File: src/utf8v_pkg.sv
// Package for the UTF-8 stream validator: decoder state type, item types
// and the code point limits. No dependencies.
`default_nettype none

package utf8v_pkg;

   localparam int unsigned BYTE_W = 8;
   localparam int unsigned CODE_W = 21;

   // Lead byte patterns and masks.
   localparam logic [7:0] ASCII_LIMIT  = 8'h80;
   localparam logic [7:0] LEAD2_LO     = 8'hC0;
   localparam logic [7:0] LEAD2_HI     = 8'hDF;
   localparam logic [7:0] LEAD3_LO     = 8'hE0;
   localparam logic [7:0] LEAD3_HI     = 8'hEF;
   localparam logic [7:0] LEAD4_LO     = 8'hF0;
   localparam logic [7:0] LEAD4_HI     = 8'hF7;
   localparam logic [7:0] CONT_MASK    = 8'hC0;
   localparam logic [7:0] CONT_PATTERN = 8'h80;

   // Code point limits.
   localparam logic [CODE_W-1:0] MIN_CLASS1 = 21'h000080;
   localparam logic [CODE_W-1:0] MIN_CLASS2 = 21'h000800;
   localparam logic [CODE_W-1:0] MIN_CLASS3 = 21'h010000;
   localparam logic [CODE_W-1:0] CODE_MAX   = 21'h10FFFF;
   localparam logic [CODE_W-1:0] SURR_LO    = 21'h00D800;
   localparam logic [CODE_W-1:0] SURR_HI    = 21'h00DFFF;

   // Sequence length classes.
   localparam logic [1:0] CLASS_NONE = 2'd0;
   localparam logic [1:0] CLASS_TWO  = 2'd1;
   localparam logic [1:0] CLASS_THREE = 2'd2;
   localparam logic [1:0] CLASS_FOUR = 2'd3;

   typedef struct packed {
      logic [1:0]        bytes_owed;
      logic [CODE_W-1:0] partial_code;
      logic [1:0]        length_class;
      logic              fault_seen;
   } dec_state_type;

   typedef struct packed {
      logic              vld;
      logic [BYTE_W-1:0] data_byte;
      logic              final_byte;
   } in_item_type;

   typedef struct packed {
      dec_state_type next_state;
      logic          text_valid;
   } dec_result_type;

   function automatic logic [CODE_W-1:0] class_minimum(input logic [1:0] cls);
      logic [CODE_W-1:0] m;
      case (cls)
         CLASS_TWO:   m = MIN_CLASS1;
         CLASS_THREE: m = MIN_CLASS2;
         default:     m = MIN_CLASS3;
      endcase
      return m;
   endfunction

endpackage

`default_nettype wire

File: src/utf8v_in_stage.sv
// Input register of the UTF-8 stream validator: holds one byte transaction
// until the decoder takes it. Depends on utf8v_pkg.
`default_nettype none

module utf8v_in_stage
   import utf8v_pkg::*;
(
   input  wire logic              clock,
   input  wire logic              reset,
   input  wire logic              req_valid,
   output logic                   req_ready,
   input  wire logic [BYTE_W-1:0] req_data_byte,
   input  wire logic              req_final_byte,
   input  wire logic              advance,
   output in_item_type            item
);

   logic              vld_ff;
   logic              vld_in;
   logic [BYTE_W-1:0] data_ff;
   logic              final_ff;
   logic              load;

   assign req_ready = !vld_ff || advance;
   assign load      = req_valid && req_ready;
   assign vld_in    = load ? 1'b1 : (advance ? 1'b0 : vld_ff);

   always_ff @(posedge clock) begin
      if (reset) begin
         vld_ff <= 1'b0;
      end else begin
         vld_ff <= vld_in;
      end
   end

   always_ff @(posedge clock) begin
      if (load) begin
         data_ff  <= req_data_byte;
         final_ff <= req_final_byte;
      end
   end

   assign item.vld        = vld_ff;
   assign item.data_byte  = data_ff;
   assign item.final_byte = final_ff;

endmodule

`default_nettype wire

File: src/utf8v_decode.sv
// Byte decoder of the UTF-8 stream validator: next running state and the
// verdict for one byte. Purely combinational. Depends on utf8v_pkg.
`default_nettype none

module utf8v_decode
   import utf8v_pkg::*;
(
   input  dec_state_type          cur_state,
   input  wire logic [BYTE_W-1:0] data_byte,
   output dec_result_type         result
);

   logic [CODE_W-1:0] shifted;
   logic [1:0]        owed_dec;
   logic              is_cont;
   dec_state_type     nxt;

   assign shifted  = {cur_state.partial_code[CODE_W-7:0], data_byte[5:0]};
   assign owed_dec = cur_state.bytes_owed - 2'd1;
   assign is_cont  = (data_byte & CONT_MASK) == CONT_PATTERN;

   always_comb begin
      nxt = cur_state;
      if (cur_state.bytes_owed != 2'd0) begin
         if (!is_cont) begin
            // The sequence is abandoned; this byte is not decoded further.
            nxt.fault_seen   = 1'b1;
            nxt.bytes_owed   = 2'd0;
            nxt.partial_code = '0;
            nxt.length_class = CLASS_NONE;
         end else begin
            nxt.partial_code = shifted;
            nxt.bytes_owed   = owed_dec;
            if (owed_dec == 2'd0) begin
               if (shifted < class_minimum(cur_state.length_class) ||
                   shifted > CODE_MAX ||
                   shifted inside {[SURR_LO:SURR_HI]}) begin
                  nxt.fault_seen = 1'b1;
               end
               nxt.partial_code = '0;
               nxt.length_class = CLASS_NONE;
            end
         end
      end else begin
         if (data_byte == '0) begin
            nxt.fault_seen = 1'b1;
         end else if (data_byte < ASCII_LIMIT) begin
            nxt = cur_state;
         end else if (data_byte inside {[LEAD2_LO:LEAD2_HI]}) begin
            nxt.bytes_owed   = 2'd1;
            nxt.length_class = CLASS_TWO;
            nxt.partial_code = {{(CODE_W-5){1'b0}}, data_byte[4:0]};
         end else if (data_byte inside {[LEAD3_LO:LEAD3_HI]}) begin
            nxt.bytes_owed   = 2'd2;
            nxt.length_class = CLASS_THREE;
            nxt.partial_code = {{(CODE_W-4){1'b0}}, data_byte[3:0]};
         end else if (data_byte inside {[LEAD4_LO:LEAD4_HI]}) begin
            nxt.bytes_owed   = 2'd3;
            nxt.length_class = CLASS_FOUR;
            nxt.partial_code = {{(CODE_W-3){1'b0}}, data_byte[2:0]};
         end else begin
            nxt.fault_seen = 1'b1;
         end
      end
   end

   assign result.next_state = nxt;
   assign result.text_valid = !nxt.fault_seen && (nxt.bytes_owed == 2'd0);

endmodule

`default_nettype wire

File: src/utf8v_out_stage.sv
// Result register of the UTF-8 stream validator: holds one verdict until the
// receiver takes it. Depends on utf8v_pkg.
`default_nettype none

module utf8v_out_stage
   import utf8v_pkg::*;
(
   input  wire logic clock,
   input  wire logic reset,
   input  wire logic load,
   input  wire logic text_valid,
   output logic      out_free,
   output logic      rsp_valid,
   input  wire logic rsp_ready,
   output logic      rsp_text_valid
);

   logic valid_ff;
   logic valid_in;
   logic text_valid_ff;

   assign out_free = !valid_ff || rsp_ready;
   assign valid_in = load ? 1'b1 : (rsp_ready ? 1'b0 : valid_ff);

   always_ff @(posedge clock) begin
      if (reset) begin
         valid_ff <= 1'b0;
      end else begin
         valid_ff <= valid_in;
      end
   end

   always_ff @(posedge clock) begin
      if (load) begin
         text_valid_ff <= text_valid;
      end
   end

   assign rsp_valid      = valid_ff;
   assign rsp_text_valid = text_valid_ff;

endmodule

`default_nettype wire

File: src/utf8_stream_validator_top.sv
// UTF-8 stream validator, top level: input register, running decoder state,
// byte decoder and result register. Depends on utf8v_pkg and its submodules.
//
// The text arrives one byte per req_ transaction, with req_final_byte set on
// its last byte. Every byte updates the running decoder state; only the final
// byte produces a rsp_ transaction, whose rsp_text_valid is 1 when the whole
// text was well-formed UTF-8 without zero bytes. The state then clears and the
// next byte starts a new text.
// Throughput is one byte per cycle unless a final byte stalls. A byte is held
// in the input register, decoded against the running state and, if final,
// its verdict is written into the result register, which drives rsp_valid.
// A stalled receiver blocks only final bytes; non-final bytes keep flowing
// while a verdict waits. When a final byte waits behind an untaken verdict,
// req_ready drops after the input register.
// Synchronous reset empties both registers and clears the decoder state.
`default_nettype none

module utf8_stream_validator_top
   import utf8v_pkg::*;
(
   input  wire logic              clock,
   input  wire logic              reset,
   input  wire logic              req_valid,
   output logic                   req_ready,
   input  wire logic [BYTE_W-1:0] req_data_byte,
   input  wire logic              req_final_byte,
   output logic                   rsp_valid,
   input  wire logic              rsp_ready,
   output logic                   rsp_text_valid
);

   in_item_type    item;
   dec_result_type dec;
   dec_state_type  state_ff;
   dec_state_type  state_in;
   logic           out_free;
   logic           advance;

   assign advance = item.vld && (!item.final_byte || out_free);

   utf8v_in_stage u_in_stage (
      .clock          (clock),
      .reset          (reset),
      .req_valid      (req_valid),
      .req_ready      (req_ready),
      .req_data_byte  (req_data_byte),
      .req_final_byte (req_final_byte),
      .advance        (advance),
      .item           (item)
   );

   utf8v_decode u_decode (
      .cur_state (state_ff),
      .data_byte (item.data_byte),
      .result    (dec)
   );

   // After the final byte of a text all state returns to zero.
   always_comb begin
      state_in = state_ff;
      if (advance) begin
         state_in = item.final_byte ? '0 : dec.next_state;
      end
   end

   always_ff @(posedge clock) begin
      if (reset) begin
         state_ff <= '0;
      end else begin
         state_ff <= state_in;
      end
   end

   utf8v_out_stage u_out_stage (
      .clock          (clock),
      .reset          (reset),
      .load           (advance && item.final_byte),
      .text_valid     (dec.text_valid),
      .out_free       (out_free),
      .rsp_valid      (rsp_valid),
      .rsp_ready      (rsp_ready),
      .rsp_text_valid (rsp_text_valid)
   );

endmodule

`default_nettype wire

File: config.mk
export PLATFORM = sky130hd
export DESIGN_NAME = utf8_stream_validator_top
export DESIGN_NICKNAME = d
export VERILOG_FILES = /design/src/utf8v_pkg.sv /design/src/utf8v_in_stage.sv /design/src/utf8v_decode.sv /design/src/utf8v_out_stage.sv /design/src/utf8_stream_validator_top.sv
export SDC_FILE = /design/constraint.sdc
export NUM_CORES = 1
export LEC_CHECK = 0
export ABC_AREA = 1
export BUFFER_PORTS_ARGS = -buffer_cell sky130_fd_sc_hd__clkbuf_2
export CORE_MARGIN = 2
export CORE_UTILIZATION = 40
export DETAILED_ROUTE_END_ITERATION = 6
export MAX_ROUTING_LAYER = met4
export PLACE_DENSITY = 0.69
export SYNTH_ARGS = -nofsm -noshare
export SYNTH_HDL_FRONTEND = slang
export SYNTH_SLANG_ARGS = --single-unit
File: constraint.sdc
create_clock -name clock -period 4 [get_ports clock]
set_input_delay 0.4 -clock clock [delete_from_list [all_inputs] [get_ports clock]]
set_output_delay 0.4 -clock clock [all_outputs]
set_load 0.03 [all_outputs]
==> results of run 1 <==
layer usage:
| layer | GRT usage [%] | up-vias |
|---|---|---|
| met5 | - | - |
| met1 | 19.2 | 576 |
| met4 | 7.69 | 0 |
| met3 | 3.92 | 7 |
| li1 | - | 714 |
| met2 | 22.5 | 25 |
cell usage after synthesis:
cell       n  share of area, %
o21ai_0    7               2.0
inv_1     22               4.8
a21oi_1   14               4.1
o21ai_4    1              0.94
nand3_2    1              0.58
buf_4      1              0.43
nor2_1    17               3.7
nand2_4    1              0.65
a21oi_2   10               5.1
inv_2      6               1.3
o211ai_1   1              0.43
buf_12     1               1.2
inv_8      1              0.65
o21ai_1    2              0.58
nor4_1     2              0.72
edfxtp_1  10                17
nor2_2     2              0.72
nor2_4     1              0.65
nand3_1   15               4.3
nand2_1   31               6.7
nand3b_1   1              0.43
nand4_1    2              0.72
nor3_2     2               1.2
ha_1       6               4.3
and2_1     1              0.36
dfxtp_1   22                25
nor2_8     1               1.2
a211oi_1   3               1.3
nor3_1     3              0.87
nand3b_2   1              0.65
nand2_2   13               4.7
or2_2      1              0.36
clkbuf_1   2              0.43
nand2_8    1               1.2
worst register-to-register path: cells and delay by family, from the launching register on:
| kind | cells | cell delay, ps |
|---|---|---|
| fa+ha+maj | 2 | 570 |
| simple gates | 7 | 510 |
| flops | 1 | 330 |
| compound gates | 2 | 260 |
| buf+inv | 2 | 100 |
cell usage in the layout, fill, tap and decap left out, types with 3 or more instances in the layout:
cell type / instances
a211oi_1: 3
a21oi_1: 14
a21oi_2: 10
clkbuf_2: 15
clkbuf_8: 5
dfxtp_1: 22
edfxtp_1: 10
ha_1: 6
inv_1: 22
inv_2: 6
nand2_1: 31
nand2_2: 13
nand3_1: 15
nor2_1: 17
nor3_1: 3
o21ai_0: 7
kinds of logic (layout without fill, tap and decap cells):
group                      Yosys count  after routing  share of synthesized area (%)
AOI/OAI and AO/OA                   38             38                           14.4
adders and majority gates            6              6                           4.34
buffers and inverters               33             52                           8.76
DFF                                 32             32                           42.8
and+or+nand+nor                     96             96                           29.7
final cells by class:
class / count / area (sq um)
Inverter: 29 / 116
Timing Repair Buffer: 15 / 75.1
Multi-Input combinational cell: 140 / 837
Clock buffer: 5 / 68.8
Tap cell: 50 / 62.6
Sequential cell: 32 / 741
Clock inverter: 3 / 18.8
Fill cell: 401 / 2170
path summary, 6_finish.rpt:
kind                                  startpoint                    endpoint  slack, ps  cells after the start
worst max-delay path                 state_ff[1]  u_out_stage.rsp_text_valid       1990                     13
worst min register to register      state_ff[25]                state_ff[25]        470                      2
worst min-delay path            req_data_byte[2]       u_in_stage.data_ff[2]        280                      1
worst max register to register       state_ff[1]  u_out_stage.rsp_text_valid       1990                     13
power by group:
group | switching [mW] | internal [mW]
logic | 0.0471 | 0.0270
clock network | 0.126 | 0.120
registers | 0.0109 | 0.347
total | 0.184 | 0.494
state kept, by name, indices dropped and copies added (netlist names):
signal / flops
u_in_stage.data_ff: 8
u_out_stage.rsp_valid: 1
u_out_stage.rsp_text_valid: 1
u_in_stage.final_ff: 1
state_ff: 20
u_in_stage.vld_ff: 1
==> flow_metrics.env, run 1 <==
export IMPL_min_period_ps=2010
export IMPL_path_cells="inv_1 > ha_1 > inv_1 > ha_1 > a21oi_1 > o21ai_0 > nor2_1 > nand2_1 > nand3_1 > nand2_1 > nand2_1 > nand2_1 > and2_1"
export IMPL_hold_fix_buffers_cts=0
export IMPL_drcViolationCount=0
export IMPL_cts_htree_levels=2
export IMPL_row_count=23
export IMPL_numCtsBuffers=5
export IMPL_grt_pass1_vias=1259
export IMPL_area_growth_pct=11.0
export IMPL_die_width_um=69.8
export IMPL_yosys_warnings=0
export IMPL_numPortBuffers=15
export IMPL_wl_um=3230
export IMPL_synth_ff_latch_count=32
export IMPL_route_detailed_vias_per_inst=4.82
export IMPL_power_mw=0.679
export IMPL_maxCapViolations=0
export IMPL_i_o_pin_cnt=16
export IMPL_postSynthAreaPerCell_sq_um=8.43
export IMPL_critPathLaunchType="flop"
export IMPL_synthesis_nets=224
export IMPL_netlist_area_sq_um=1730
export IMPL_diodes=0
export IMPL_worst_path_most_repeated_cell="nand2_1"
export IMPL_die_h_um=69.8
export IMPL_critPathKind="flop to flop"
export IMPL_timing_fmax_ghz=0.499
export IMPL_grt_pass1_wl_um=5660
export IMPL_placed_cell_area_sq_um=1830
export IMPL_timing_final_crit_share_pct=50.1
export IMPL_power_density_nw_per_um2=354
export IMPL_wl_met3_um=123
export IMPL_critical_path_peak_fanout=3
export IMPL_min_path_type="primary input to flop"
export IMPL_max_slew_worst_pin_slew_ps=553
export IMPL_cts_setup_buffers=0
export IMPL_maximum_number_of_pins_on_one_net_before_global_route_repair=21
export IMPL_clock_tree_buffer_depth=2
export IMPL_path_clk_slew_ps=70
export IMPL_critPathArrivalTime_ps=2050
export IMPL_detailed_place_hpwl_um=2350
export IMPL_cp_slowest_stage_delay_ps=330
export IMPL_wl_per_cell_um=11.8
export IMPL_worst_setup_slack_after_placement_ps=2010
export IMPL_drive_above_1_share_pct=28.6
export IMPL_worst_setup_path_end_kind="flop"
export IMPL_post_synth_num_cell_types=34
export IMPL_cts_resized=0
export IMPL_final_net_count=242
export IMPL_start_util_pct=42.3
export IMPL_clk_insertion_delay_late_ps=290
export IMPL_ir_worst_vdd_mv=0.210
export IMPL_detailedRoute_firstIterationViolations=79
export IMPL_netlist_instances=205
export IMPL_grt_ovfl_total=0
export IMPL_final_util_pct=47.0
export IMPL_grtUsageTotal_pct=15.2
export IMPL_hold_ws_ps=278
export IMPL_critical_path_top_delay_family="adder cells"
export IMPL_seq_area_frac_synth_pct=42.8
export IMPL_final_setup_tns_ps=0
export IMPL_gp_congestion=0.913
export IMPL_setup_ws_ps=1990
export IMPL_dr_pass1_iters=4
export IMPL_rsz0062_at_grt="false"
export IMPL_area_of_the_placeable_core_sq_um=4090
export IMPL_cell_type_of_the_slowest_stage_on_the_worst_timing_path="dfxtp_1"
export IMPL_antenna_found_initial=0
export IMPL_leakage_nw=0.783
export IMPL_finalInstanceArea_sq_um=1920
export IMPL_clock_skew_final_ps=6.43
export IMPL_dr_wl_met2_um=1430
export IMPL_vias=1322
export IMPL_die_area_sq_um=4870
export IMPL_report_final_slew_viol_count=0
export IMPL_detail_route_wirelength_met1_um=1600
export IMPL_highest_layer="met4"
export IMPL_finish_stage_setup_viols=0
export IMPL_cp_buffers_inverters=2
export IMPL_postRouteAntennaNets=0
export IMPL_cts_tree="built"
export IMPL_timing_hold_violations_final=0
export IMPL_outcome="finished clean"
export IMPL_place_detailed_instances=266
export IMPL_timing_critical_path_required_ps=4050
export IMPL_finalNonFillerCells=274
export IMPL_timing_slew_headroom_pct=63.1
export IMPL_cts_root_buffer_cell="clkbuf_8"
export IMPL_cts_num_sinks=32
(Power assumes the default switching activity.)
==> inputs of run 2 (changes only) <==
- ABC_AREA: 1 -> 0
- PLACE_DENSITY: 0.69 -> 0.72
- clock period: 4 -> 1.8 ns (I/O delays scaled with it)
==> flow_metrics.env, run 2 <==
export IMPL_outcome="complete, but fails checks"
export IMPL_failed_checks="negative setup slack"
export IMPL_i_o_pin_cnt=16
export IMPL_seq_area_frac_synth_pct=48.9
export IMPL_vias=1337
export IMPL_route_detailed_vias_per_inst=5.50
export IMPL_numCtsBuffers=5
export IMPL_final_net_count=213
export IMPL_timing_hold_violations_final=0
export IMPL_cts_tree="built"
export IMPL_leakage_nw=0.686
export IMPL_reg_top3="state_ff x20, u_in_stage.data_ff x8"
export IMPL_critPathArrivalTime_ps=1940
export IMPL_numPortBuffers=15
export IMPL_diodes=0
export IMPL_drcViolationCount=0
export IMPL_power_switching_fraction_pct=23.6
export IMPL_grt_pass1_wl_um=5190
export IMPL_cp_slowest_stage_delay_ps=420
export IMPL_timing_final_crit_share_pct=106
export IMPL_synth_ff_latch_count=32
export IMPL_synthesis_nets=187
export IMPL_final_util_pct=51.8
export IMPL_detailedRoute_firstIterationViolations=85
export IMPL_r2r_slack_ps=-110
export IMPL_netlist_instances=168
export IMPL_finalInstanceArea_sq_um=1900
export IMPL_postSynth_asyncResetShare_pct=0
export IMPL_cell_internal_pwr_mw=1.09
export IMPL_postSynthAreaPerCell_sq_um=9.01
export IMPL_worst_setup_slack_after_placement_ps=-196
export IMPL_synth_edf_count=10
export IMPL_area_growth_pct=25.3
export IMPL_switchingPower_mw=0.336
export IMPL_worst_r2r_startpoint="state_ff[1]"
export IMPL_grt_pass1_vias=1151
export IMPL_timing_slew_headroom_pct=67.8
export IMPL_grtUsageTotal_pct=16.5
export IMPL_start_util_pct=41.4
export IMPL_comb_power_share_pct=8.7
export IMPL_min_period_ps=1910
export IMPL_path_clk_slew_ps=60
export IMPL_ir_worst_vdd_mv=0.464
export IMPL_count_of_cells_along_the_worst_register_to_register_path=9
export IMPL_worst_setup_path_end_kind="flop"
export IMPL_report_final_slew_viol_count=0
export IMPL_power_mw=1.42
export IMPL_max_slew_worst_pin_slew_ps=483
export IMPL_layout_commonest_cell="a21oi_1"
export IMPL_reg2reg_to="u_out_stage.rsp_text_valid"
export IMPL_maxCapViolations=0
export IMPL_netlist_top_cell_by_area="dfxtp_1"
export IMPL_clock_skew_final_ps=2.56
export IMPL_cts_htree_levels=2
export IMPL_clk_insertion_delay_late_ps=280
export IMPL_post_synth_num_cell_types=36
export IMPL_maximum_number_of_pins_on_one_net_before_global_route_repair=24
export IMPL_seq_power_share_pct=55.0
export IMPL_netlist_area_sq_um=1510
export IMPL_detailed_place_hpwl_um=2190
export IMPL_timing_fmax_ghz=0.523
export IMPL_gp_congestion=0.863
export IMPL_synth_common_cells="a21oi_1, dfxtp_1, nand2_1, nand3_1, nor2_1"
export IMPL_dr_pass1_iters=5
export IMPL_largest_reg_flops=20
export IMPL_filler_cell_count_in_the_final_layout=358
export IMPL_timing_critical_path_required_ps=1830
export IMPL_wl_um=3330
export IMPL_grt_ovfl_total=0
export IMPL_antenna_found_initial=0
export IMPL_setup_ws_ps=-112
export IMPL_crit_start="state_ff[1]"
export IMPL_die_width_um=65.5
export IMPL_post_synth_top_area_fraction_pct=29.1
export IMPL_area_of_the_placeable_core_sq_um=3660
export IMPL_placed_cell_area_sq_um=1710
export IMPL_row_count=22
export IMPL_path_cells="inv_2 > ha_4 > inv_2 > ha_4 > or4_4 > nor2_4 > a21oi_1 > a31oi_2 > nor3_1"
export IMPL_cell_type_of_the_slowest_stage_on_the_worst_timing_path="or4_4"
export IMPL_largest_register="state_ff"
export IMPL_postRouteAntennaNets=0
export IMPL_commonest_non_fill_non_tap_cells_in_the_layout="a21oi_1, dfxtp_1, nand2_1, clkbuf_2, nand3_1"
export IMPL_min_path_type="primary input to flop"
export IMPL_die_area_sq_um=4290
export IMPL_wl_per_cell_um=13.7
export IMPL_cts_setup_buffers=0
export IMPL_critPathKind="flop to flop"
export IMPL_finish_stage_setup_viols=1
export IMPL_synth_top_cells_by_area="dfxtp_1, edfxtp_1, a21oi_1"
export IMPL_yosys_warnings=0
export IMPL_clock_tree_buffer_depth=2
export IMPL_power_density_nw_per_um2=750
export IMPL_die_h_um=65.5
export IMPL_crit_end="u_out_stage.rsp_text_valid"
export IMPL_rsz0062_at_grt="true"
export IMPL_cts_root_buffer_cell="clkbuf_8"
export IMPL_critical_path_peak_fanout=2
export IMPL_cts_num_sinks=32
export IMPL_critPathLaunchType="flop"
export IMPL_clockPowerShare_pct=36.3
export IMPL_drive_above_1_share_pct=30.3
export IMPL_ys_flop_type="dfxtp_1"
export IMPL_hold_fix_buffers_cts=0
run 2: changes by cell type after synthesis, moves of 8 or more:
| cell | previous run | this run |
|---|---|---|
| a21oi_2 | 10 | 0 |
| nand2_1 | 31 | 18 |
| a21oi_1 | 14 | 22 |
| inv_1 | 22 | 9 |
| nand2_2 | 13 | 0 |
run 2: cell type report:
class / count / area [sq um] / area share [%]
Clock buffer: 7 / 76.3 / 4.02
Clock inverter: 1 / 5.00 / 0.264
Inverter: 10 / 37.5 / 1.98
Multi-Input combinational cell: 116 / 779 / 41.1
Sequential cell: 32 / 744 / 39.2
Tap cell: 48 / 60.1 / 3.17
Timing Repair Buffer: 29 / 194 / 10.2
run 2: worst max-delay path: cells and delay by family (launching register included):
kind / cells / cell delay, ps
adders and majority gates: 2 / 390
AOI/OAI and AO/OA: 2 / 280
DFF: 1 / 330
and+or+nand+nor: 3 / 580
buffers and inverters: 2 / 70
run 2: worst min-delay path by stage:
stage | from | end | slack (ps) | depth (start not counted)
final | req_data_byte[0] | u_in_stage.data_ff[0] | 70 | 1
after detailed placement | req_data_byte[4] | u_in_stage.data_ff[4] | 360 | 1
after floorplan | reset | state_ff[11] | 250 | 1
after global routing | req_data_byte[2] | u_in_stage.data_ff[2] | 60 | 1
after global placement | req_data_byte[3] | u_in_stage.data_ff[3] | 360 | 1
after CTS | req_data_byte[2] | u_in_stage.data_ff[2] | 60 | 1
run 2: per-layer routing:
layer,global-route usage (%),vias up,share of wire [%]
met3,5.14,5,5.4
met5,-,-,0
met4,6.51,0,1.7
met2,24.2,39,49
li1,-,658,-
met1,21.4,635,44
run 2: logic make-up (layout without fill, tap and decap cells):
family,Yosys count,after routing,synth area share (%)
compound gates,43,43,17.4
fa+ha+maj,6,6,4.96
buf+inv,20,47,5.87
flops,32,32,48.9
simple gates,67,67,22.9
run 2: power groups by stage:
stage | Combinational (mW) | Clock (mW) | Sequential [mW]
after floorplan | 0.0699 | 0 | 0.794
after global placement | 0.109 | 0 | 0.796
after detailed placement | 0.110 | 0 | 0.796
after CTS | 0.112 | 0.534 | 0.781
after global routing | 0.137 | 0.560 | 0.784
final | 0.124 | 0.516 | 0.783
run 2: stage by stage:
| step | setup TNS, ps | hold slack, ps | std cells |
|---|---|---|---|
| 6_report | -112 | 67.0 | 243 |
| 3_5_place_dp | -269 | 359 | 234 |
| 5_1_grt | -301 | 57.4 | 243 |
| 2_1_floorplan | -79.2 | 249 | 168 |
| 4_1_cts | -197 | 57.8 | 242 |
| 3_3_place_gp | -219 | 357 | 234 |
run 2: repair_timing:
action / in CTS / in global routing
gates resized for setup: 10 / 16
pin swaps: 3 / 5
endpoints found under the setup margin: 13 / 20
gates cloned: 0 / 1
